[src/hw/rtl/wsae_pkg.sv]
// ----------------------------------------------------------------------------
// wsae_pkg: shared types and constants of the audio stream extractor
// Result kinds, the entry passed from the front to the back, and the
// character tables for the key and end-of-turn matchers.
// ----------------------------------------------------------------------------
package wsae_pkg;

  typedef enum logic [1:0] {
    EV_PCM   = 2'd0,
    EV_PONG  = 2'd1,
    EV_CLOSE = 2'd2,
    EV_TURN  = 2'd3
  } ev_kind_e;

  typedef enum logic {
    OP_BYTE  = 1'b0,
    OP_START = 1'b1
  } op_e;

  localparam logic [3:0] FkClose = 4'h8;
  localparam logic [3:0] FkPing  = 4'h9;

  localparam int QDepth = 4;
  localparam int QAw    = $clog2(QDepth);
  localparam int QCntW  = $clog2(QDepth + 1);

  localparam logic [3:0] TurnLen = 4'd12;
  localparam logic [2:0] KeyLen  = 3'd6;

  // One request for the back: an optional clear of the turn state, or up to
  // three PCM bytes followed by at most one other event.
  typedef struct packed {
    logic           clr;
    logic [1:0]     pcm_cnt;
    logic [2:0][7:0] pcm_b;
    logic           has_evt;
    ev_kind_e       evt_kind;
  } wsae_entry_t;

  function automatic logic [7:0] turn_char(input logic [3:0] idx);
    logic [7:0] ch;
    case (idx)
      4'd0:    ch = "t";
      4'd1:    ch = "u";
      4'd2:    ch = "r";
      4'd3:    ch = "n";
      4'd4:    ch = "C";
      4'd5:    ch = "o";
      4'd6:    ch = "m";
      4'd7:    ch = "p";
      4'd8:    ch = "l";
      4'd9:    ch = "e";
      4'd10:   ch = "t";
      4'd11:   ch = "e";
      default: ch = 8'h00;
    endcase
    return ch;
  endfunction

  function automatic logic [7:0] key_char(input logic [2:0] idx);
    logic [7:0] ch;
    case (idx)
      3'd0:    ch = 8'h22;
      3'd1:    ch = "d";
      3'd2:    ch = "a";
      3'd3:    ch = "t";
      3'd4:    ch = "a";
      3'd5:    ch = 8'h22;
      default: ch = 8'h00;
    endcase
    return ch;
  endfunction

  // Base64 alphabet lookup: {valid, value}.
  function automatic logic [6:0] b64_decode(input logic [7:0] c);
    logic [7:0] t;
    logic [6:0] r;
    t = 8'h00;
    r = 7'h00;
    if (c >= "A" && c <= "Z") begin
      t = c - 8'd65;
      r = {1'b1, t[5:0]};
    end else if (c >= "a" && c <= "z") begin
      t = c - 8'd71;
      r = {1'b1, t[5:0]};
    end else if (c >= "0" && c <= "9") begin
      t = c + 8'd4;
      r = {1'b1, t[5:0]};
    end else if (c == "+") begin
      r = {1'b1, 6'd62};
    end else if (c == "/") begin
      r = {1'b1, 6'd63};
    end
    return r;
  endfunction

endpackage

[src/hw/rtl/wsae_front.sv]
// ----------------------------------------------------------------------------
// wsae_front: frame header parser, key/turn matchers and base64 decoder
// Classifies one accepted byte per cycle and builds the request for the back.
// ----------------------------------------------------------------------------
module wsae_front import wsae_pkg::*; (
  input  logic        clk_i,
  input  logic        rst_ni,
  input  logic        accept_i,
  input  logic        opcode_i,
  input  logic [7:0]  rx_byte_i,
  output wsae_entry_t entry_o,
  output logic        entry_vld_o
);

  typedef enum logic [2:0] {
    PH_B0   = 3'd0,
    PH_B1   = 3'd1,
    PH_EXT  = 3'd2,
    PH_MASK = 3'd3,
    PH_PAY  = 3'd4
  } phase_e;

  typedef enum logic [1:0] {
    SP_SEEK  = 2'd0,
    SP_QUOTE = 2'd1,
    SP_STR   = 2'd2
  } sphase_e;

  localparam logic [7:0] QuoteChar = 8'h22;

  phase_e      phase_q, phase_d;
  sphase_e     sphase_q, sphase_d;
  logic [3:0]  ext_q, ext_d;
  logic [3:0]  fkind_q, fkind_d;
  logic        mask_q, mask_d;
  logic [63:0] pl_q, pl_d;
  logic [3:0]  tpos_q, tpos_d;
  logic [2:0]  kpos_q, kpos_d;
  logic [17:0] acc_q, acc_d;
  logic [1:0]  cnt_q, cnt_d;
  logic        audio_q, audio_d;
  logic        tfin_q, tfin_d;

  wsae_entry_t ent;
  logic        hd;
  logic [63:0] hd_pl;
  logic        scan_en;
  logic [6:0]  len7;
  logic [3:0]  tnext;
  logic [2:0]  knext;
  logic [6:0]  b64;
  logic [23:0] full_word;
  logic        finish;

  always_comb begin
    phase_d  = phase_q;
    sphase_d = sphase_q;
    ext_d    = ext_q;
    fkind_d  = fkind_q;
    mask_d   = mask_q;
    pl_d     = pl_q;
    tpos_d   = tpos_q;
    kpos_d   = kpos_q;
    acc_d    = acc_q;
    cnt_d    = cnt_q;
    audio_d  = audio_q;
    tfin_d   = tfin_q;
    ent      = '0;
    hd       = 1'b0;
    hd_pl    = pl_q;
    scan_en  = 1'b0;
    len7     = rx_byte_i[6:0];
    tnext    = 4'd0;
    knext    = 3'd0;
    b64      = b64_decode(rx_byte_i);
    full_word = {acc_q, b64[5:0]};
    finish   = 1'b0;

    if (opcode_i == OP_START) begin
      // Clear the per-turn state; framing carries on.
      tpos_d   = 4'd0;
      kpos_d   = 3'd0;
      sphase_d = SP_SEEK;
      acc_d    = '0;
      cnt_d    = 2'd0;
      audio_d  = 1'b0;
      tfin_d   = 1'b0;
      ent.clr  = 1'b1;
    end else begin
      case (phase_q)
        PH_B0: begin
          fkind_d = rx_byte_i[3:0];
          phase_d = PH_B1;
        end
        PH_B1: begin
          mask_d = rx_byte_i[7];
          if (len7 == 7'd126 || len7 == 7'd127) begin
            pl_d    = '0;
            ext_d   = (len7 == 7'd126) ? 4'd2 : 4'd8;
            phase_d = PH_EXT;
          end else begin
            pl_d = {57'd0, len7};
            if (rx_byte_i[7]) begin
              ext_d   = 4'd4;
              phase_d = PH_MASK;
            end else begin
              hd    = 1'b1;
              hd_pl = {57'd0, len7};
            end
          end
        end
        PH_EXT: begin
          pl_d = {pl_q[55:0], rx_byte_i};
          if (ext_q != 4'd0) ext_d = ext_q - 4'd1;
          if (ext_d == 4'd0) begin
            if (mask_q) begin
              ext_d   = 4'd4;
              phase_d = PH_MASK;
            end else begin
              hd    = 1'b1;
              hd_pl = pl_d;
            end
          end
        end
        PH_MASK: begin
          if (ext_q != 4'd0) ext_d = ext_q - 4'd1;
          if (ext_d == 4'd0) hd = 1'b1;
        end
        PH_PAY: begin
          if (pl_q != 64'd0) pl_d = pl_q - 64'd1;
          if (fkind_q == FkPing) begin
            if (pl_d == 64'd0) begin
              ent.has_evt  = 1'b1;
              ent.evt_kind = EV_PONG;
            end
          end else if (fkind_q != FkClose && !tfin_q) begin
            scan_en = 1'b1;
          end
          if (pl_d == 64'd0) phase_d = PH_B0;
        end
        default: phase_d = PH_B0;
      endcase

      if (hd) begin
        if (fkind_q == FkClose) begin
          ent.has_evt  = 1'b1;
          ent.evt_kind = EV_CLOSE;
        end
        if (hd_pl == 64'd0) begin
          phase_d = PH_B0;
          if (fkind_q == FkPing) begin
            ent.has_evt  = 1'b1;
            ent.evt_kind = EV_PONG;
          end
        end else begin
          phase_d = PH_PAY;
        end
      end

      if (scan_en) begin
        // End-of-turn matcher runs on every scanned byte.
        if (rx_byte_i == turn_char(tpos_q)) tnext = tpos_q + 4'd1;
        else tnext = (rx_byte_i == turn_char(4'd0)) ? 4'd1 : 4'd0;
        if (tnext == TurnLen) begin
          tpos_d = 4'd0;
          finish = audio_q;
        end else begin
          tpos_d = tnext;
        end

        case (sphase_q)
          SP_SEEK: begin
            if (rx_byte_i == key_char(kpos_q)) knext = kpos_q + 3'd1;
            else knext = (rx_byte_i == key_char(3'd0)) ? 3'd1 : 3'd0;
            if (knext == KeyLen) begin
              sphase_d = SP_QUOTE;
              kpos_d   = 3'd0;
            end else begin
              kpos_d = knext;
            end
          end
          SP_QUOTE: begin
            if (rx_byte_i == QuoteChar) begin
              sphase_d = SP_STR;
              acc_d    = '0;
              cnt_d    = 2'd0;
            end
          end
          SP_STR: begin
            if (rx_byte_i == QuoteChar) begin
              // Flush the partial group.
              if (cnt_q == 2'd2) begin
                ent.pcm_cnt  = 2'd1;
                ent.pcm_b[0] = acc_q[11:4];
              end else if (cnt_q == 2'd3) begin
                ent.pcm_cnt  = 2'd2;
                ent.pcm_b[0] = acc_q[17:10];
                ent.pcm_b[1] = acc_q[9:2];
              end
              acc_d    = '0;
              cnt_d    = 2'd0;
              sphase_d = SP_SEEK;
            end else if (b64[6]) begin
              if (cnt_q == 2'd3) begin
                ent.pcm_cnt  = 2'd3;
                ent.pcm_b[0] = full_word[23:16];
                ent.pcm_b[1] = full_word[15:8];
                ent.pcm_b[2] = full_word[7:0];
                acc_d        = '0;
                cnt_d        = 2'd0;
              end else begin
                acc_d = {acc_q[11:0], b64[5:0]};
                cnt_d = cnt_q + 2'd1;
              end
            end
            if (ent.pcm_cnt != 2'd0) audio_d = 1'b1;
          end
          default: sphase_d = SP_SEEK;
        endcase

        if (finish) begin
          tfin_d       = 1'b1;
          ent.has_evt  = 1'b1;
          ent.evt_kind = EV_TURN;
        end
      end
    end
  end

  assign entry_o     = ent;
  assign entry_vld_o = accept_i && (ent.clr || ent.has_evt || ent.pcm_cnt != 2'd0);

  always_ff @(posedge clk_i or negedge rst_ni) begin
    if (!rst_ni) begin
      phase_q  <= PH_B0;
      sphase_q <= SP_SEEK;
      ext_q    <= '0;
      fkind_q  <= '0;
      mask_q   <= 1'b0;
      pl_q     <= '0;
      tpos_q   <= '0;
      kpos_q   <= '0;
      acc_q    <= '0;
      cnt_q    <= '0;
      audio_q  <= 1'b0;
      tfin_q   <= 1'b0;
    end else if (accept_i) begin
      phase_q  <= phase_d;
      sphase_q <= sphase_d;
      ext_q    <= ext_d;
      fkind_q  <= fkind_d;
      mask_q   <= mask_d;
      pl_q     <= pl_d;
      tpos_q   <= tpos_d;
      kpos_q   <= kpos_d;
      acc_q    <= acc_d;
      cnt_q    <= cnt_d;
      audio_q  <= audio_d;
      tfin_q   <= tfin_d;
    end
  end

endmodule

[src/hw/rtl/wsae_queue.sv]
// ----------------------------------------------------------------------------
// wsae_queue: short request queue between front and back
// Holds classified requests so that either side can stall on its own.
// ----------------------------------------------------------------------------
module wsae_queue import wsae_pkg::*; (
  input  logic        clk_i,
  input  logic        rst_ni,
  input  logic        wr_i,
  input  wsae_entry_t wr_entry_i,
  input  logic        rd_i,
  output wsae_entry_t head_o,
  output logic        head_vld_o,
  output logic        full_o
);

  wsae_entry_t           mem_q [QDepth];
  logic [QAw-1:0]        wptr_q, rptr_q;
  logic [QCntW-1:0]      cnt_q;

  always_ff @(posedge clk_i) begin
    if (wr_i) mem_q[wptr_q] <= wr_entry_i;
  end

  always_ff @(posedge clk_i or negedge rst_ni) begin
    if (!rst_ni) begin
      wptr_q <= '0;
      rptr_q <= '0;
      cnt_q  <= '0;
    end else begin
      if (wr_i) wptr_q <= wptr_q + QAw'(1);
      if (rd_i) rptr_q <= rptr_q + QAw'(1);
      case ({wr_i, rd_i})
        2'b10:   cnt_q <= cnt_q + QCntW'(1);
        2'b01:   cnt_q <= cnt_q - QCntW'(1);
        default: cnt_q <= cnt_q;
      endcase
    end
  end

  assign head_o     = mem_q[rptr_q];
  assign head_vld_o = (cnt_q != '0);
  assign full_o     = (cnt_q == QCntW'(QDepth));

endmodule

[src/hw/rtl/wsae_back.sv]
// ----------------------------------------------------------------------------
// wsae_back: result sequencer with sample peak tracking
// Emits one result per cycle from the head request to a free output register.
// ----------------------------------------------------------------------------
module wsae_back import wsae_pkg::*; (
  input  logic        clk_i,
  input  logic        rst_ni,
  input  wsae_entry_t head_i,
  input  logic        head_vld_i,
  output logic        deq_o,
  input  logic        pop_i,
  output logic        empty_o,
  output logic [1:0]  event_kind_o,
  output logic [7:0]  pcm_byte_o,
  output logic [15:0] peak_level_o,
  output logic        last_o
);

  logic [1:0]  idx_q, idx_d;
  logic [7:0]  held_q, held_d;
  logic        heldv_q, heldv_d;
  logic [15:0] peak_q, peak_d;
  logic        ovld_q, ovld_d;
  ev_kind_e    okind_q, okind_d;
  logic [7:0]  obyte_q, obyte_d;
  logic [15:0] opeak_q, opeak_d;
  logic        olast_q, olast_d;

  logic        out_free;
  logic        emit;
  logic [2:0]  total;
  logic        is_last;
  logic        is_pcm;
  logic [7:0]  pb;
  logic [15:0] raw, mag;

  always_comb begin
    idx_d    = idx_q;
    held_d   = held_q;
    heldv_d  = heldv_q;
    peak_d   = peak_q;
    okind_d  = okind_q;
    obyte_d  = obyte_q;
    opeak_d  = opeak_q;
    olast_d  = olast_q;
    deq_o    = 1'b0;
    emit     = 1'b0;
    out_free = !ovld_q || pop_i;
    total    = {1'b0, head_i.pcm_cnt} + {2'b00, head_i.has_evt};
    is_last  = ({1'b0, idx_q} + 3'd1) == total;
    is_pcm   = idx_q < head_i.pcm_cnt;
    pb       = head_i.pcm_b[idx_q];
    raw      = {pb, held_q};
    mag      = raw[15] ? (~raw + 16'd1) : raw;

    if (head_vld_i && head_i.clr) begin
      held_d  = '0;
      heldv_d = 1'b0;
      peak_d  = '0;
      deq_o   = 1'b1;
    end else if (head_vld_i && out_free) begin
      emit = 1'b1;
      if (is_pcm) begin
        // Pair bytes into little-endian samples and track the peak.
        if (!heldv_q) begin
          held_d  = pb;
          heldv_d = 1'b1;
        end else begin
          heldv_d = 1'b0;
          if (mag > peak_q) peak_d = mag;
        end
        okind_d = EV_PCM;
        obyte_d = pb;
      end else begin
        okind_d = head_i.evt_kind;
        obyte_d = '0;
      end
      opeak_d = peak_d;
      olast_d = is_last;
      if (is_last) begin
        idx_d = 2'd0;
        deq_o = 1'b1;
      end else begin
        idx_d = idx_q + 2'd1;
      end
    end

    if (emit) ovld_d = 1'b1;
    else if (pop_i) ovld_d = 1'b0;
    else ovld_d = ovld_q;
  end

  always_ff @(posedge clk_i or negedge rst_ni) begin
    if (!rst_ni) begin
      idx_q   <= '0;
      held_q  <= '0;
      heldv_q <= 1'b0;
      peak_q  <= '0;
      ovld_q  <= 1'b0;
    end else begin
      idx_q   <= idx_d;
      held_q  <= held_d;
      heldv_q <= heldv_d;
      peak_q  <= peak_d;
      ovld_q  <= ovld_d;
    end
  end

  always_ff @(posedge clk_i) begin
    okind_q <= okind_d;
    obyte_q <= obyte_d;
    opeak_q <= opeak_d;
    olast_q <= olast_d;
  end

  assign empty_o      = !ovld_q;
  assign event_kind_o = okind_q;
  assign pcm_byte_o   = obyte_q;
  assign peak_level_o = opeak_q;
  assign last_o       = olast_q;

endmodule

[src/hw/rtl/websocket_audio_stream_extractor.sv]
// ----------------------------------------------------------------------------
// websocket_audio_stream_extractor: WebSocket deframer with audio extraction
// Parses server frames, decodes the base64 audio string into PCM bytes and
// reports pong requests, close frames and end of turn.
// ----------------------------------------------------------------------------
// The block takes one server byte (or a start-turn request) per cycle
// whenever full is low, and hands out results one per cycle whenever the
// consumer pops. A byte is classified in the cycle it is accepted: the front
// tracks the frame header, the "data" key, the end-of-turn word and the
// base64 group, and turns the byte into one request holding up to four
// results (three PCM bytes, then a pong, close or turn-complete event).
// Bytes that cause no result and no state change in the back leave no
// request. Requests wait in a four-entry queue; the back drains the head
// request into the output register at one result per cycle while that
// register is free, pairing PCM bytes into little-endian samples for the
// running peak. A start-turn request clears the front's turn state at
// once and, as its own request, clears the held byte and peak in the back,
// in order with the results before it. Full rises only when the queue
// holds four requests, which needs the consumer to hold pop low: a base64
// group gives three results per four bytes, so with pop held high the
// back keeps pace with the byte stream. The last result of each byte
// carries last = 1. There is no clearing pass.
// ----------------------------------------------------------------------------
module websocket_audio_stream_extractor import wsae_pkg::*; (
  input  logic        clk_i,
  input  logic        rst_ni,
  input  logic        push,
  output logic        full,
  input  logic        opcode_i,
  input  logic [7:0]  rx_byte_i,
  output logic        empty,
  input  logic        pop,
  output logic [1:0]  event_kind_o,
  output logic [7:0]  pcm_byte_o,
  output logic [15:0] peak_level_o,
  output logic        last_o
);

  wsae_entry_t f_entry;
  logic        f_vld;
  wsae_entry_t q_head;
  logic        q_vld;
  logic        q_full;
  logic        b_deq;
  logic        accept;

  // Hold input whenever the queue has no room.
  assign accept = push && !q_full;
  assign full   = q_full;

  wsae_front u_front (
    .clk_i       (clk_i),
    .rst_ni      (rst_ni),
    .accept_i    (accept),
    .opcode_i    (opcode_i),
    .rx_byte_i   (rx_byte_i),
    .entry_o     (f_entry),
    .entry_vld_o (f_vld)
  );

  wsae_queue u_queue (
    .clk_i      (clk_i),
    .rst_ni     (rst_ni),
    .wr_i       (f_vld),
    .wr_entry_i (f_entry),
    .rd_i       (b_deq),
    .head_o     (q_head),
    .head_vld_o (q_vld),
    .full_o     (q_full)
  );

  wsae_back u_back (
    .clk_i        (clk_i),
    .rst_ni       (rst_ni),
    .head_i       (q_head),
    .head_vld_i   (q_vld),
    .deq_o        (b_deq),
    .pop_i        (pop),
    .empty_o      (empty),
    .event_kind_o (event_kind_o),
    .pcm_byte_o   (pcm_byte_o),
    .peak_level_o (peak_level_o),
    .last_o       (last_o)
  );

endmodule

[config.mk]
export PLATFORM = sky130hd
export DESIGN_NAME = websocket_audio_stream_extractor
export DESIGN_NICKNAME = d
export VERILOG_FILES = /design/src/hw/rtl/wsae_pkg.sv /design/src/hw/rtl/wsae_front.sv /design/src/hw/rtl/wsae_queue.sv /design/src/hw/rtl/wsae_back.sv /design/src/hw/rtl/websocket_audio_stream_extractor.sv
export SDC_FILE = /design/constraint.sdc
export NUM_CORES = 1
export LEC_CHECK = 0
export ABC_AREA = 1
export BUFFER_PORTS_ARGS = -buffer_cell sky130_fd_sc_hd__buf_2
export CORE_MARGIN = 4
export CORE_UTILIZATION = 50
export DETAILED_ROUTE_END_ITERATION = 7
export PLACE_DENSITY = 0.66
export SETUP_SLACK_MARGIN = 0.15
export SYNTH_ARGS = -nofsm -noshare
export SYNTH_HDL_FRONTEND = slang
export SYNTH_SLANG_ARGS = --single-unit
[constraint.sdc]
create_clock -name clk_i -period 4.2 [get_ports clk_i]
set_input_delay 0.42 -clock clk_i [delete_from_list [all_inputs] [get_ports clk_i]]
set_output_delay 0.42 -clock clk_i [all_outputs]
set_load 0.005 [all_outputs]
==> results by group, run 1 <==
Worst setup path
  • Critical path, cell by cell: clkinvlp_4 > buf_4 > o21ai_0 > o22ai_1 > o211ai_1 > nand2_1 > inv_1 > nand3_1 > o21ai_1 > xor2_1 > ha_1 > nand2_1 > inv_1 > nand3_1 > nor3_2 > a311oi_1 > nand2_1 > buf_4 > o21ai_0 > inv_1
  • CP endpoint kind: flip-flop
  • Top Family by Delay on Critical Path: buffers and inverters
  • Register-to-register path setup slack: 0.33 ns
  • Cell count of the worst reg-to-reg path: 20
  • Total buffers and inverters traversed by the critical path: 6
  • Setup Crit Path Kind: flip-flop to flip-flop
  • Nature of the critical path startpoint: flip-flop
  • Maximum fanout along the worst path: 16
  • Crit path arrival time: 4.17 ns
  • Endpoint of the lowest-slack register-to-register path: u_back.peak_level_o[6]$_DFFE_PP_
  • Biggest cell delay along the critical path: 0.42 ns
  • Startpoint of the lowest-slack register-to-register path: u_queue.rptr_q[1]$_DFFE_PN0P_
  • Required time reported for the critical path endpoint: 4.50 ns
  • Cell with the largest stage delay on the worst path: dfrtp_1

Synth
  • Flop and latch count out of synthesis: 289
  • Syn_area_per_cell: 7.60 um2
  • Sequential cell area fraction in the yosys report: 44.4%
  • Area share of the leading cell type in the synthesized netlist: 24.6%
  • Netlist Area Pre-Place: 17,900 um2
  • Count of flip-flops with a built-in enable after synthesis: 147
  • Leading cell types by total area after synthesis: edfxtp_1, dfrtp_1, nand2_1
  • Cell taking the most area after synthesis: edfxtp_1
  • Yosys warning count: 0
  • Number of library cell types mapped by synthesis: 57
  • Net count of the mapped netlist: 2,424
  • Share of async-settable or async-resettable flops after synthesis: 49.1%
  • Most frequently used flop master after synthesis: edfxtp_1
  • Post-synthesis instance total: 2,361

Routing
  • Detailed-route via count: 16.8k
  • Routed wire length: 56,500 um
  • Antenna-violating nets left: 0
  • Routed wirelength normalized by instance count: 19.3 um
  • Drt via density: 5.73
  • First-pass DRT Iterations: 6
  • Remaining design rule violation count: 0
  • Number of violations reported at the end of detailed-routing iteration 0: 1,585

STA
  • Worst setup skew after layout: 0.0203 ns
  • Hold WS: -0.00262 ns
  • Unrepaired setup endpoints after global routing: true
  • Total negative setup slack: 0 ns
  • Final min period: 3.87 ns
  • Measured slew at the worst slew-check pin: 1.22 ns
  • Endpoints failing setup: 0
  • Rel. slew slack: 18.2%
  • Final hold violation count: 1
  • Top achievable clock speed: 0.258 GHz
  • Total count of max-transition violations in the final report: 0
  • Final period util: 92.2%

Clock network
  • Clk slew on worst S/H paths: 0.06 ns
  • Cell chosen for the clock root: clkbuf_16
  • Clock tree from TritonCTS: built
  • Clock Sink Count: 289
  • Number of buffers inserted during clock tree synthesis: 35
  • H-tree depth reported by CTS: 2
  • Clock Latency Late Sink: 0.57 ns
  • Clock tree buffer depth: 3
  • Hold-fix buffers, CTS: 0

Placement
  • Quantity of I/O buffers inserted on ports: 41
  • Instance area after placement: 19,000 um2
  • Post-detailed-placement half-perimeter wirelength: 41,900 um
  • Routability congestion estimate: 1.01
  • Placed instance count: 2,854

Finish
  • Finished Cell Area: 20,400 um2
  • Flip-flop and latch area: 7970 um2
  • Combined area of the multi-input logic cells: 8800 um2
  • Fill cell instance count of the final layout: 3,293
  • Non-filler cells in the finished layout: 2,923
  • Growth of design area from synthesis to finish: 13.7%
  • Share of layout cells above drive strength 1: 10.5%
  • Leading cell types in the layout, fill and taps excluded: nand2_1, nor2_1, inv_1
  • Post-layout nets: 2,498
  • Antenna diodes: 0
  • Leading cell type in the layout, fill and taps excluded: nand2_1

Floorplanning
  • Overall die area: 39,000 um2
  • Die Y-Extent: 197 um
  • Die Wd: 197 um
  • Std-Cell Core Area: 35,500 um2
  • Starting Density: 50.6%
  • Io pins: 42
  • FP Rows: 69

Global route
  • Overall overflow remaining after global route: 0
  • Via count of the first global-routing pass: 15.9k
  • Global routing usage summed across all routing layers: 28.7%
  • Largest net degree at the start of global routing: 99
  • Wire length of the first global-routing pass: 88,400 um
  • Antenna violations before repair: 1

Pwr
  • Static power due to leakage: 0.00902 uW
  • Total power consumption of the routed design: 15,300 uW
  • Power per unit of standard cell area: 750 nW/um2
  • Maximum VDD drop: 0.543 mV

Hold path
  • Type of the tightest min-delay check: input pin to asynchronous set/reset pin

Status
  • Violations in the final reports: negative hold slack
  • Status: finished, violations left

Run
  • Reported max-cap violation count: 0
[final cells by class]
| cell class | instances | share of cell area, % |
|---|---|---|
| clock buffer | 43 | 4.64 |
| clock inverter | 21 | 1.24 |
| inverter | 263 | 4.89 |
| multi-input combinational | 1735 | 43.1 |
| sequential | 289 | 39.1 |
| tap | 461 | 2.83 |
| timing repair buffer | 111 | 4.18 |
[kinds of logic (layout without fill, tap and decap cells)]
group	after synthesis	in the layout	share of synthesized area, %
xor gates and xnor gates	64	64	3.12
AOI/OAI and AO/OA	377	377	12.7
adders and majority gates	50	50	3.53
DFF	289	289	44.4
buffers and inverters	337	438	7.32
and+or+nand+nor	1244	1244	28.9
[registers in the layout (all words and copies together) (netlist names), 2 cells and up]
signal               cells
u_front.tpos_q           4
u_back.pcm_byte_o        8
u_back.peak_level_o     16
u_front.sphase_q         2
u_queue.mem_q          120
u_front.pl_q            64
u_back.held_q            8
u_front.cnt_q            2
u_front.kpos_q           3
u_front.fkind_q          4
u_back.peak_q           16
u_front.phase_q          3
u_queue.rptr_q           2
u_queue.wptr_q           2
u_back.event_kind_o      2
u_front.ext_q            4
u_queue.cnt_q            3
u_front.acc_q           18
u_back.idx_q             2
[through the flow]
step / util, % / setup slack (ns)
global route: 57.5 / 0.130
CTS: 57.0 / 0.159
finish: 57.5 / 0.327
detailed placement: 53.6 / -0.103
global placement: 53.6 / -0.111
floorplan: - / 0.596
[worst reg2reg max path: stages (launching register included)]
cell and delay, ns:
dfrtp_1 0.42, clkinvlp_4 0.29, buf_4 0.27, o21ai_0 0.10
o22ai_1 0.09, o211ai_1 0.16, nand2_1 0.11, inv_1 0.19
nand3_1 0.11, o21ai_1 0.16, xor2_1 0.25, ha_1 0.28
nand2_1 0.08, inv_1 0.06, nand3_1 0.08, nor3_2 0.05
a311oi_1 0.24, nand2_1 0.11, buf_4 0.20, o21ai_0 0.29
inv_1 0.08
[per-layer routing]
layer,GRT usage [%],share of wire [%],vias up
li1,-,-,7981
met1,39.9,43,7949
met2,45.4,46,697
met3,4.49,7.4,134
met4,11.3,3.8,2
met5,0,0.023,-
[cells in the mapped netlist, types with 13 or more instances]
cell type  count
nor2_2        17
inv_1        247
buf_2         24
dfrtp_1      142
o22ai_1       59
a21oi_1       41
nor3_1        24
clkbuf_1      47
nand3_1      154
nand4_1       17
o211ai_1      19
o21ai_0      146
ha_1          49
nand2_1      552
edfxtp_1     147
o21ai_1       13
a22oi_1       50
nor2_1       437
xor2_1        59
[worst max-delay path by stage]
stage                                   from                                to  slack, ns  cells after the start
5_1_grt         u_front.pl_q[44]$_DFFE_PN0P_      u_queue.cnt_q[1]$_DFFE_PN0P_       0.13                     21
2_1_floorplan    u_front.pl_q[0]$_DFFE_PN0P_     u_queue.mem_q[0][0]$_DFFE_PP_       0.60                     18
6_report       u_queue.rptr_q[1]$_DFFE_PN0P_  u_back.peak_level_o[6]$_DFFE_PP_       0.33                     20
3_5_place_dp                    rx_byte_i[1]      u_queue.cnt_q[2]$_DFFE_PN0P_      -0.10                     20
4_1_cts         u_front.ext_q[0]$_DFFE_PN0P_      u_queue.cnt_q[2]$_DFFE_PN0P_       0.16                     27
3_3_place_gp                    rx_byte_i[1]      u_queue.cnt_q[2]$_DFFE_PN0P_      -0.11                     20
[report_power, final]
group | leakage, uW | total [uW] | internal [uW] | switching, uW
Sequential | 0.00317 | 4600 | 3910 | 697
Combinational | 0.00528 | 7580 | 2530 | 5050
Clock | 0.000573 | 3120 | 1830 | 1290
Total | 0.00902 | 15300 | 8270 | 7040
[what timing repair did]
item / in CTS / in global routing
pin swaps: 0 / 8
setup buffers: 0 / 5
resized for setup: 2 / 44
setup endpoints to repair: 56 / 147
Note: power is estimated with default switching activity, not from simulation.
==> run 2, diff against run 1 <==
==> constraint.sdc (replaced) <==
create_clock -name clk_i -period 4.4 [get_ports clk_i]
set_input_delay 0.44 -clock clk_i [delete_from_list [all_inputs] [get_ports clk_i]]
set_output_delay 0.44 -clock clk_i [all_outputs]
set_load 0.005 [all_outputs]
==> results by group, run 2 (synthesis gave the netlist of run 1 again) <==
Status
  • Status: finished, violations left
  • Violations in the final reports: negative hold slack

Pwr
  • Static power due to leakage: 0.00900 uW
  • Maximum VDD drop: 0.524 mV
  • Power per unit of standard cell area: 716 nW/um2

Worst setup path
  • Startpoint of the lowest-slack register-to-register path: u_queue.rptr_q[0]$_DFFE_PN0P_
  • Maximum fanout along the worst path: 62
  • Cell count of the worst reg-to-reg path: 22
  • Required time reported for the critical path endpoint: 4.70 ns
  • Endpoint of the lowest-slack register-to-register path: u_back.peak_level_o[0]$_DFFE_PP_
  • Register-to-register path setup slack: 0.49 ns
  • CP endpoint kind: flip-flop
  • Setup Crit Path Kind: flip-flop to flip-flop
  • Nature of the critical path startpoint: flip-flop
  • Crit path arrival time: 4.21 ns

Placement
  • Placed instance count: 2,853
  • Post-detailed-placement half-perimeter wirelength: 42,000 um
  • Quantity of I/O buffers inserted on ports: 41
  • Routability congestion estimate: 1.08
  • Instance area after placement: 19,000 um2

STA
  • Hold WS: -0.00395 ns
  • Total count of max-transition violations in the final report: 0
  • Final hold violation count: 1
  • Total negative setup slack: 0 ns
  • Measured slew at the worst slew-check pin: 0.930 ns
  • Endpoints failing setup: 0
  • Final min period: 3.91 ns
  • Final period util: 88.9%
  • Rel. slew slack: 38.0%
  • Worst setup skew after layout: 0.0192 ns
  • Unrepaired setup endpoints after global routing: false
  • Top achievable clock speed: 0.256 GHz

Global route
  • Global routing usage summed across all routing layers: 29.1%
  • Wire length of the first global-routing pass: 89,500 um
  • Overall overflow remaining after global route: 0
  • Via count of the first global-routing pass: 16.0k
  • Antenna violations before repair: 1
  • Largest net degree at the start of global routing: 88

Finish
  • Share of layout cells above drive strength 1: 9.63%
  • Antenna diodes: 0
  • Growth of design area from synthesis to finish: 13.0%
  • Leading cell type in the layout, fill and taps excluded: nand2_1
  • Largest register by flop count: u_queue.mem_q
  • Top flop regs: u_queue.mem_q: 120 flops, u_front.pl_q: 64 flops, u_front.acc_q: 18 flops
  • Post-layout nets: 2,496
  • Non-filler cells in the finished layout: 2,921
  • Leading cell types in the layout, fill and taps excluded: nand2_1, nor2_1, inv_1
  • Finished Cell Area: 20,300 um2
  • Fill cell instance count of the final layout: 3,352
  • Flip-flop count of the largest register after layout: 120

Routing
  • Number of violations reported at the end of detailed-routing iteration 0: 1,527
  • Drt via density: 5.71
  • First-pass DRT Iterations: 6
  • Antenna-violating nets left: 0
  • Remaining design rule violation count: 0
  • Detailed-route via count: 16.7k
  • Routed wirelength normalized by instance count: 19.4 um
  • Routed wire length: 56,700 um

Clock network
  • Cell chosen for the clock root: clkbuf_16
  • Clock Latency Late Sink: 0.56 ns
  • Clock tree buffer depth: 3
  • H-tree depth reported by CTS: 2
  • Hold-fix buffers, CTS: 0
  • Clock tree from TritonCTS: built
  • Clk slew on worst S/H paths: 0.06 ns
  • Clock Sink Count: 289
  • Number of buffers inserted during clock tree synthesis: 35

Run
  • Reported max-cap violation count: 0

Floorplanning
  • FP Rows: 69
  • Starting Density: 50.6%
  • Std-Cell Core Area: 35,500 um2
  • Io pins: 42
  • Overall die area: 39,000 um2
  • Die Y-Extent: 197 um
  • Die Wd: 197 um

Hold path
  • Type of the tightest min-delay check: input pin to asynchronous set/reset pin
-- run 2: changes by cell type in the layout (fill, tap and decap cells not counted), moves of 4 or more --
cell,before,now
nor2_1,420,429
nor2_2,31,24
clkinv_1,9,15
clkbuf_1,5,1
nand2_1,548,552
nand2_2,9,5
-- run 2: timing repair --
action	in CTS	in global routing
gates resized for setup	0	21
setup buffers	0	4
endpoints found under the setup margin	0	15
-- run 2: how the worst max path moves through the flow --
stage                                       start                           endpoint  slack [ns]
finish              u_queue.rptr_q[0]$_DFFE_PN0P_   u_back.peak_level_o[0]$_DFFE_PP_        0.49
global route        u_queue.rptr_q[0]$_DFFE_PN0P_  u_back.peak_level_o[15]$_DFFE_PP_        0.15
CTS                  u_front.ext_q[0]$_DFFE_PN0P_       u_queue.cnt_q[1]$_DFFE_PN0P_        0.28
detailed placement                   rx_byte_i[0]       u_queue.cnt_q[1]$_DFFE_PN0P_        0.29
global placement     u_front.ext_q[0]$_DFFE_PN0P_       u_queue.cnt_q[1]$_DFFE_PN0P_        0.40
floorplan             u_front.pl_q[0]$_DFFE_PN0P_      u_queue.mem_q[0][0]$_DFFE_PP_        0.80
-- run 2: worst max-delay path, cell delays in order, from the launching register on --
cell	delay (ns)
dfrtp_2	0.44
buf_12	0.21
nor2_1	0.13
nor2_1	0.04
o21ai_0	0.07
o21ai_0	0.11
o211ai_1	0.28
nand2_1	0.14
inv_1	0.13
nand4_1	0.14
or2_1	0.27
nor4_1	0.23
ha_1	0.20
nand2_1	0.08
inv_1	0.07
nand3_1	0.06
nor3_1	0.23
nand2_1	0.10
o2111ai_1	0.09
nand2_1	0.10
buf_4	0.19
o21ai_0	0.27
inv_1	0.06
-- run 2: metal layers --
layer	GRT usage, %	vias up	wire, um
met2	46.3	639	25900
li1	-	7971	-
met5	0	-	0
met4	10.2	0	1850
met3	4.18	104	4240
met1	41.1	7951	24600
-- run 2: power by group --
part           internal, uW  leakage (uW)  total, uW  switching [uW]
combinational          2410       0.00527       7210            4800
sequential             3730       0.00317       4390             664
clock                  1680      0.000559       2920            1240
-- run 2: layout make-up --
cell class              instances  area (um2)  share of cell area [%]
multi-input cells            1735        8730                    43.1
flip-flops and latches        289        7970                    39.3
well taps                     461         577                    2.84
inverters                     263         990                    4.88
clock buffers                  37         893                    4.41
repair buffers                109         851                    4.20
clock inverters                27         267                    1.31
-- run 2: per-stage QoR --
| stage | worst slack (ns) | power, uW | utilization [%] |
|---|---|---|---|
| final | 0.488 | 14500 | 57.1 |
| after global routing | 0.152 | 15700 | 57.1 |
| after CTS | 0.283 | 14400 | 56.9 |
| after detailed placement | 0.292 | 11500 | 53.6 |
| after global placement | 0.402 | 11400 | 53.6 |
| after floorplan | 0.796 | 9090 | - |
==> run 3, diff against run 2 <==
--- a/config.mk
+++ b/config.mk
@@ -14,4 +14,5 @@
 export SETUP_SLACK_MARGIN = 0.15
 export SYNTH_ARGS = -nofsm -noshare
 export SYNTH_HDL_FRONTEND = slang
+export SYNTH_HIERARCHICAL = 1
 export SYNTH_SLANG_ARGS = --single-unit
==> results by group, run 3 <==
Finish
  • Non-filler cells in the finished layout: 3,324
  • Flip-flop count of the largest register after layout: 120
  • Leading cell type in the layout, fill and taps excluded: nand2_1
  • Top flop regs: u_queue/mem_q: 120 flops, u_front/pl_q: 64 flops, u_front/acc_q: 18 flops
  • Post-layout nets: 2,849
  • Largest register by flop count: u_queue/mem_q
  • Growth of design area from synthesis to finish: 14.0%
  • Leading cell types in the layout, fill and taps excluded: nand2_1, nor2_1, inv_1
  • Share of the core filled with cells: 58.0%
  • Share of layout cells above drive strength 1: 11.0%

Global route
  • Global routing usage summed across all routing layers: 31.2%
  • Wire length of the first global-routing pass: 101,000 um
  • Via count of the first global-routing pass: 17.5k
  • Antenna violations before repair: 3
  • Overall overflow remaining after global route: 0
  • Largest net degree at the start of global routing: 89

STA
  • Final hold violation count: 0
  • Worst setup skew after layout: 0.0164 ns
  • Rel. slew slack: 16.4%
  • Total negative setup slack: 0 ns
  • Total count of max-transition violations in the final report: 0
  • Worst Setup Slack, final: 0.410 ns
  • Final period util: 90.7%
  • Unrepaired setup endpoints after global routing: false
  • Top achievable clock speed: 0.251 GHz
  • Endpoints failing setup: 0
  • Measured slew at the worst slew-check pin: 1.25 ns
  • Final min period: 3.99 ns

Synth
  • Leading cell types by total area after synthesis: edfxtp_1, dfrtp_1, nand2_1
  • Flop and latch count out of synthesis: 289
  • Sequential cell area fraction in the yosys report: 41.4%
  • Area share of the leading cell type in the synthesized netlist: 22.9%
  • Syn_area_per_cell: 7.15 um2
  • Netlist Area Pre-Place: 19,300 um2
  • Yosys warning count: 6
  • Share of async-settable or async-resettable flops after synthesis: 49.1%
  • Count of flip-flops with a built-in enable after synthesis: 147
  • Cell taking the most area after synthesis: edfxtp_1
  • Number of library cell types mapped by synthesis: 53
  • Most frequently used flop master after synthesis: edfxtp_1
  • Post-synthesis instance total: 2,695
  • Net count of the mapped netlist: 2,759
  • Most used standard cells in the synthesized netlist: nand2_1, nor2_1, inv_1, nand3_1, edfxtp_1
  • Most frequently used cell type in the post-synthesis netlist: nand2_1

Floorplanning
  • Die Wd: 204 um
  • Overall die area: 41,700 um2
  • Starting Density: 50.9%
  • Die Y-Extent: 204 um
  • Io pins: 42
  • Std-Cell Core Area: 37,800 um2
  • FP Rows: 71

Clock network
  • Cell chosen for the clock root: clkbuf_16
  • Clock tree buffer depth: 3
  • Clock Latency Late Sink: 0.56 ns
  • Clock Sink Count: 289
  • Number of buffers inserted during clock tree synthesis: 34
  • H-tree depth reported by CTS: 2
  • Clk slew on worst S/H paths: 0.06 ns
  • Clock tree from TritonCTS: built

Placement
  • Post-detailed-placement half-perimeter wirelength: 49,900 um
  • Placed instance count: 3,247
  • Setup Slack @ Placement: 0.141 ns
  • Quantity of I/O buffers inserted on ports: 41
  • Routability congestion estimate: 1.07

Routing
  • Drt via density: 5.60
  • Detailed-route via count: 18.6k
  • Antenna-violating nets left: 0
  • Routed wirelength normalized by instance count: 19.9 um
  • Number of violations reported at the end of detailed-routing iteration 0: 2,321
  • First-pass DRT Iterations: 6
  • Routed wire length: 66,100 um
  • Remaining design rule violation count: 0

Worst setup path
  • Nature of the critical path startpoint: flip-flop
  • Crit path arrival time: 4.44 ns
  • Cell count of the worst reg-to-reg path: 25
  • CP endpoint kind: flip-flop
  • Setup Crit Path Kind: flip-flop to flip-flop
  • Maximum fanout along the worst path: 29
  • Required time reported for the critical path endpoint: 4.85 ns

Pwr
  • Static power due to leakage: 0.0107 uW
  • Maximum VDD drop: 0.349 mV
  • Power per unit of standard cell area: 702 nW/um2
  • Total power consumption of the routed design: 15,400 uW

Hold path
  • Hold Crit Depth: 2
  • Type of the tightest min-delay check: input pin to flip-flop

Run
  • Reported max-cap violation count: 0

Status
  • Status: finished clean
[run 3: cell types whose count changed after synthesis, moves of 15 or more]
cell,change
and2_1,+15
inv_1,+98
nand2_1,+277
nand3_1,+22
nand4_1,+18
nor2_1,+18
o211ai_2,+30
o21ai_0,-65
o22ai_1,-38
[run 3: worst paths after layout]
kind,from,to,slack (ns)
hold reg to reg,u_back/peak_q[4]$_DFFE_PN0P_,u_back/peak_q[4]$_DFFE_PN0P_,0.48
min in group asynchronous,rst_ni,u_front/pl_q[42]$_DFFE_PN0P_,0.51
setup reg to reg,u_front/pl_q[0]$_DFFE_PN0P_,u_queue/cnt_q[2]$_DFFE_PN0P_,0.41
setup / recovery,u_front/pl_q[0]$_DFFE_PN0P_,u_queue/cnt_q[2]$_DFFE_PN0P_,0.41
hold / removal,pop,u_back/ovld_q$_DFFE_PN0P_,0.09
max in group asynchronous,rst_ni,u_back/idx_q[1]$_DFFE_PN0P_,3.05
[run 3: worst max-delay path, cell delays in order (launching register included)]
cell and delay [ns]:
dfrtp_2 0.44, clkinv_1 0.09, buf_6 0.15, ha_1 0.17, nand4_1 0.24, nor3_4 0.31
nand2_4 0.17, buf_12 0.21, nand2_1 0.14, nand2_1 0.07, nor2_1 0.12, nand2_1 0.10
nor2_1 0.12, nand2_1 0.11, nor2_4 0.14, nand3_1 0.10, nand4_1 0.10, nand2_1 0.07
inv_1 0.09, inv_1 0.04, ha_1 0.22, fa_1 0.39, nand2_1 0.09, nand3_1 0.08
nand2_1 0.06, nand2_1 0.05
[run 3: metrics by stage]
| stage | hold slack [ns] | cell area, um2 |
|---|---|---|
| floorplan | 0.144 | 19300 |
| detailed placement | 0.465 | 20400 |
| global placement | 0.461 | 20400 |
| finish | 0.0902 | 21900 |
| global route | 0.0984 | 21900 |
| CTS | 0.0677 | 21700 |
[run 3: cell families (layout without fill, tap and decap cells)]
group | Yosys count | after routing | share of synthesized area [%]
AO/OA/AOI/OAI | 267 | 267 | 9.41
XOR/XNOR | 56 | 56 | 2.55
adder cells (fa/ha/maj) | 51 | 51 | 3.35
buffers and inverters | 443 | 559 | 9.49
flip-flops | 289 | 289 | 41.4
other | 0 | 2 | 0
AND/OR/NAND/NOR | 1589 | 1589 | 33.8
[run 3: repair_timing]
action,CTS,global route
pin swaps,0,6
cloned,0,2
gates resized for setup,1,42
endpoints found under the hold margin,2,0
hold buffers,1,0
endpoints found under the setup margin,6,154
setup buffers,1,9
[run 3: layout make-up]
| type | instances | area, um2 |
|---|---|---|
| Antenna cell | 2 | 5.00 |
| Clock buffer | 41 | 928 |
| Clock inverter | 21 | 273 |
| Fill cell | 3620 | 15900 |
| Inverter | 360 | 1350 |
| Multi-Input combinational cell | 1963 | 9620 |
| Sequential cell | 289 | 7970 |
| Tap cell | 511 | 639 |
| Timing Repair Buffer | 137 | 1160 |
[run 3: routing by layer]
layer | up-vias | global-route usage (%) | part of all wire [%]
li1 | 8815 | - | -
met1 | 8776 | 45.3 | 44
met2 | 877 | 48.2 | 44
met3 | 153 | 3.94 | 8.1
met4 | 0 | 11.6 | 4.3
met5 | - | 0 | 0
[run 3: where the power goes]
group,internal [uW],switching (uW)
Sequential,3680,665
Combinational,2610,5440
Clock,1770,1240
